<file path="config.mk">
export PLATFORM = sky130hd
export DESIGN_NAME = bmh_ctrl
export DESIGN_NICKNAME = d
export VERILOG_FILES = /design/src/hw/rtl/bmh_pkg.sv /design/src/hw/rtl/bmh_ctrl.sv
export SDC_FILE = /design/constraint.sdc
export NUM_CORES = 1
export LEC_CHECK = 0
export ABC_AREA = 1
export BUFFER_PORTS_ARGS = -buffer_cell sky130_fd_sc_hd__buf_2
export CAP_MARGIN = 20
export CORE_AREA = 2 2 39 41
export DETAILED_ROUTE_END_ITERATION = 12
export DIE_AREA = 0 0 41 43
export HOLD_SLACK_MARGIN = 0.15
export PLACE_DENSITY = 0.62
export SETUP_SLACK_MARGIN = 0.15
export SYNTH_ARGS = -nofsm -noshare
export SYNTH_HDL_FRONTEND = slang
export SYNTH_SLANG_ARGS = --single-unit
</file>
<file path="constraint.sdc">
create_clock -name clk -period 1.1 [get_ports clk]
set_clock_uncertainty 0.2 [all_clocks]
set_input_delay 0.22 -clock clk [delete_from_list [all_inputs] [get_ports clk]]
set_output_delay 0.22 -clock clk [all_outputs]
set_load 0.02 [all_outputs]
</file>
<file path="src/hw/rtl/bmh_pkg.sv">
// Shared types and constants for the binary max-heap block.
// Used by the controller, the datapath and the top level; depends on nothing.
package bmh_pkg;

  localparam int CAPACITY  = 1024;
  localparam int KEY_WIDTH = 32;

  // Fixed widths of the transaction fields.
  localparam int REQ_W   = 2;
  localparam int VALUE_W = 32;
  localparam int POS_W   = 11;
  localparam int STS_W   = 2;
  localparam int OCNT_W  = 11;
  localparam int TOTAL_W = 32;

  // Internal widths derived from the capacity.
  localparam int CNT_W  = $clog2(CAPACITY + 1);
  localparam int ADDR_W = $clog2(CAPACITY);
  localparam int IDX_W  = CNT_W + 1;

  typedef enum logic [REQ_W-1:0] {
    REQ_INSERT = 2'd0,
    REQ_POP    = 2'd1,
    REQ_READ   = 2'd2
  } req_t;

  typedef enum logic [STS_W-1:0] {
    STS_OK    = 2'd0,
    STS_EMPTY = 2'd1,
    STS_FULL  = 2'd2,
    STS_RANGE = 2'd3
  } status_t;

  typedef enum logic [3:0] {
    OP_NONE,
    OP_DECODE,
    OP_UP_READ,
    OP_UP_CMP,
    OP_POP_LOAD,
    OP_DN_READ,
    OP_DN_CMP,
    OP_RD_LOAD,
    OP_OUT_LOAD
  } dp_op_t;

  typedef enum logic [3:0] {
    S_IDLE,
    S_DECODE,
    S_UP_READ,
    S_UP_CMP,
    S_POP_LOAD,
    S_DN_READ,
    S_DN_CMP,
    S_RD_LOAD,
    S_DONE
  } ctrl_state_t;

  typedef struct packed {
    logic   capture;
    dp_op_t op;
  } dp_cmd_t;

  typedef struct packed {
    req_t req;
    logic full;
    logic empty;
    logic pos_bad;
    logic at_root;
    logic parent_less;
    logic leaf;
    logic key_less_pick;
  } dp_stat_t;

endpackage

</file>
<file path="src/hw/rtl/bmh_ctrl.sv">
// Controller of the binary max-heap: sequences decode, sift steps and the
// output register handshake. Depends on bmh_pkg.
module bmh_ctrl
  import bmh_pkg::*;
(
  input  logic     clk,
  input  logic     rst_n,
  input  logic     in_valid,
  output logic     in_stall,
  output logic     out_valid,
  input  logic     out_stall,
  output dp_cmd_t  cmd,
  input  dp_stat_t stat
);

  ctrl_state_t state_r, state_nxt;
  logic        out_valid_r, out_valid_nxt;

  always_ff @(posedge clk) begin
    if (!rst_n) begin
      state_r     <= S_IDLE;
      out_valid_r <= 1'b0;
    end else begin
      state_r     <= state_nxt;
      out_valid_r <= out_valid_nxt;
    end
  end

  always_comb begin
    state_nxt     = state_r;
    out_valid_nxt = out_valid_r && out_stall;
    in_stall      = 1'b1;
    cmd.capture   = 1'b0;
    cmd.op        = OP_NONE;
    unique case (state_r)
      S_IDLE: begin
        in_stall = 1'b0;
        if (in_valid) begin
          cmd.capture = 1'b1;
          state_nxt   = S_DECODE;
        end
      end
      S_DECODE: begin
        cmd.op = OP_DECODE;
        unique case (stat.req)
          REQ_INSERT: state_nxt = stat.full ? S_DONE : S_UP_READ;
          REQ_POP:    state_nxt = stat.empty ? S_DONE : S_POP_LOAD;
          REQ_READ:   state_nxt = (stat.empty || stat.pos_bad) ? S_DONE : S_RD_LOAD;
          default:    state_nxt = S_DONE;
        endcase
      end
      S_UP_READ: begin
        cmd.op    = OP_UP_READ;
        state_nxt = stat.at_root ? S_DONE : S_UP_CMP;
      end
      S_UP_CMP: begin
        cmd.op    = OP_UP_CMP;
        state_nxt = stat.parent_less ? S_UP_READ : S_DONE;
      end
      S_POP_LOAD: begin
        cmd.op    = OP_POP_LOAD;
        state_nxt = S_DN_READ;
      end
      S_DN_READ: begin
        cmd.op    = OP_DN_READ;
        state_nxt = stat.leaf ? S_DONE : S_DN_CMP;
      end
      S_DN_CMP: begin
        cmd.op    = OP_DN_CMP;
        state_nxt = stat.key_less_pick ? S_DN_READ : S_DONE;
      end
      S_RD_LOAD: begin
        cmd.op    = OP_RD_LOAD;
        state_nxt = S_DONE;
      end
      S_DONE: begin
        // The result waits here until the output register is free.
        if (!out_valid_r || !out_stall) begin
          cmd.op        = OP_OUT_LOAD;
          out_valid_nxt = 1'b1;
          state_nxt     = S_IDLE;
        end
      end
      default: begin
        state_nxt = S_IDLE;
      end
    endcase
  end

  assign out_valid = out_valid_r;

endmodule

</file>
; Word level (Yosys, flattened, before mapping)
; Index checks and enable logic that the tools add are counted.
[word_totals]
input_bits = 13
latchBits = 0
regBits = 5
ram_bits = 0
out_inout_bits = 7
word_cells = 40
romBits = 0
memories = 0
[classes]
eq_ne = 12
bitwise = 0
n_reduce_logical = 8
magnitude_cmp = 0
div_mod_pow = 0
muxes = 18
mul = 0
add_sub_neg = 0
shift = 0
[op_table]
columns = operator, count
row1 = $mux W4, 10
row2 = $pmux W4 S9, 1
row3 = $pmux W4 S8, 1
row4 = $eq A4 B3 Y1 const B, 4
row5 = $pmux W4 S3, 1
row6 = $eq A4 B2 Y1 const B, 2
row7 = $mux W1, 5
row8 = $eq A4 B1 Y1 const B, 1
row9 = $eq A4 B4 Y1 const B, 1
row10 = $logic_not A4 Y1, 1
row11 = $ne A2 B2 Y1 const B, 2
row12 = $eq A2 B1 Y1 const B, 1
row13 = $eq A2 B2 Y1 const B, 1
row14 = $logic_not A1 Y1, 2
row15 = $logic_not A2 Y1, 1
row16 = $logic_or A1 B1 Y1, 2
row17 = $reduce_and A2 Y1, 1
row18 = $logic_and A1 B1 Y1, 1

; Depth between registers and ports, before layout
[depth]
word_depth = 4
mapped_depth = 9
mapped_depth_nobuf = 9

; Worst setup path after synthesis
; OpenSTA, ideal clock, no wires.
[synth_path]
kind = register to output
startpoint = reg state_r[1]
endpoint = out cmd[3] (netlist bit)
arrival_time_ps = 989
stages_incl_launch_ff = 6
required_ps = 680
n_path_buf = 0
path_slack_ps = -309
cell_sequence = dfxtp_1 nor2_1 nand2_1 nor2_1 inv_1 nor2_1
[synth_rtl]
columns = element, line_no
row1 = "start, declared", bmh_ctrl.sv:16  ; ctrl_state_t state_r, state_nxt;
row2 = "start signal, assigned", bmh_ctrl.sv:24  ; state_r <= state_nxt;
row3 = "end, declared", bmh_ctrl.sv:12  ; output dp_cmd_t cmd,

==> metrics.txt <==
status finished with violations; failing checks negative hold slack, negative setup slack; CTS Buffer Depth 2; I/O Buffers 19; final period utilization 1.40; Die Wd between 40 and 50 um; hold depth 3; pre-CTS setup slack -0.234 ns; worst-margin pin slew roughly 0.17 ns; worst r2r src state_r[3]$_SDFFE_PN0P_; TNS Setup -3.44 ns; CTS tree built; Mapped Cells 78; sequential share of the synthesized area 0.238; Static Leak around 0.46 nW; post-synth top area cell dfxtp_1; DP HPWL 909 um; full die area 0.00176 mm2; Hold Crit Class input pin to register; post-route ant nets 0; worst r2r path cells 7; CP max FO 3; FMAX roughly 0.65 GHz; post-layout util 0.632; flops & latches, synth 5; detailed-route via count 596; PnR worst setup slack -0.445 ns; RSZ-0062 raised after global routing yes; drt first-iter violations 16; final antenna diode count 0; Worst R2R Setup Slack -0.29 ns; Max Slew Vio Count 0; Site Rows 14; GP Congestion roughly 0.73; clk_lat worst skew about 0.24 ns; minimum clock period about 1.5 ns; Max-Cap Viols 0; syn nets 91; RR Endpoint state_r[1]$_SDFFE_PN0P_; Clock Tree Root clkbuf_4; synth warn 0; commonest non-fill, non-tap cell in the layout nand2_1; nature of the critical path endpoint output port; Max-slew headroom 0.888; GR Overflow Total 0; 1st-pass router iterations 4; # DRC 0; hold endpoint state_r[3]$_SDFFE_PN0P_; Routed WL per cell 9.98 um; Area growth syn-to-layout 108%; share of cells above drive strength 1 0.612; vias in the first global route about 530; global-route wire length before repair ~1900 um; VDD IR max ~0.55 mV; hold_sp rst_n; top cells by area, synth dfxtp_1 24%, nand2_1 18%, nand3_1 13%, inv_1 12%, nor2_1 11%; antenna violations before repair 0; Final Net Count 130; Cell Pwr Density 809 mW/mm2; final setup fails 12; endpoints failing hold 1; type of origin of the critical path register; via/cell ratio 4.52; worst path required time 0.68 ns; WS Path Type register to output port; Die H 43 um; Worst Path Arrival between 1 and 1.5 ns; total track usage 0.154; most frequent cells in the layout 17 x nand2_1, 13 x buf_6, 12 x buf_2; Starting Density 0.304; core area approximately 0.0014 mm2; Post-Syn Area around 420 um2; CTS Sinks 5; Yosys cell types 15; WL final 1320 um; cts bufs inserted 3; CTS clk-pin slew, worst paths 0.05 ns; largest net degree at the start of global routing 6; htree depth 1; Hold WS -0.00428 ns; syn avg cell area ~5.4 um2; Yosys top cell area share 0.238; fillers about 120; I/O pin count 20
[area by class of cell]
class,count,area (um2),area share
inverter,18,70.1,0.0801
timing repair buffer,34,287,0.328
tap,16,20.0,0.0229
clock buffer,4,26.3,0.0300
sequential,5,109,0.124
multi-input combinational,55,363,0.415
[cell usage after synthesis]
cell      instances
clkinv_1          1
inv_1            13
nor2_1           12
o21ai_0           1
nor2_2            3
nor3_1            1
nand3b_1          2
nand2_2           1
nand3_1          11
a21oi_1           2
dfxtp_1           5
nand2_1          20
nor2_4            1
a31oi_1           1
inv_2             4
[cells by family after synthesis]
kind of cell    after synthesis  share of synthesized area
flops                         5                      0.238
buf+inv                      18                      0.161
compound gates                4                     0.0506
simple gates                 51                      0.551
[per-stage QoR]
step / area [um2] / power (mW) / cells
4_1_cts: 816 / 0.685 / 132
6_report: 875 / 0.708 / 132
5_1_grt: 875 / 0.755 / 132
2_1_floorplan: 460 / 0.319 / 78
3_5_place_dp: 648 / 0.411 / 121
3_3_place_gp: 648 / 0.408 / 121
[flip-flops by register name, indices dropped and copies added, names as in the netlist]
name / count
out_valid: 1
state_r: 4
[worst max-delay path, stage by stage, from the launching register on]
cell and delay (ns):
dfxtp_2 0.32, nor2_2 0.13, nand2_1 0.07, nor2_2 0.11
inv_2 0.06, nor2_4 0.08, buf_6 0.12
[how the worst max path moves through the flow]
| stage | start | to | slack, ns | cells after the start |
|---|---|---|---|---|
| 6_report | state_r[0]$_SDFFE_PN0P_ | cmd[3] | -0.45 | 6 |
| 5_1_grt | state_r[0]$_SDFFE_PN0P_ | cmd[3] | -0.52 | 6 |
| 4_1_cts | state_r[0]$_SDFFE_PN0P_ | cmd[3] | -0.43 | 6 |
| 3_5_place_dp | state_r[0]$_SDFFE_PN0P_ | cmd[3] | -0.23 | 6 |
| 3_3_place_gp | state_r[0]$_SDFFE_PN0P_ | cmd[3] | -0.23 | 6 |
| 2_1_floorplan | state_r[0]$_SDFFE_PN0P_ | cmd[3] | -0.15 | 5 |
[layer usage]
metal	part of all wire	vias to the layer above	track usage
met5	0	-	0
met3	0.035	2	0
met2	0.56	15	0.275
li1	-	315	-
met1	0.40	264	0.182
met4	0.0091	0	0.0600
[timing repair]
action | 4_1_cts | 5_1_grt
resized for setup | 28 | 14
setup endpoints to repair | 12 | 12
pin swaps | 5 | 14
buffers inserted | 7 | 0
hold endpoints to repair | 5 | 5
[power breakdown]
part | internal (mW) | leakage [nW] | switching, mW
clock network | 0.138 | 0.0150 | 0.0816
registers | 0.191 | 0.0432 | 0.00960
logic | 0.140 | 0.399 | 0.148
total | 0.469 | 0.457 | 0.239
(Power assumes the default switching activity.)
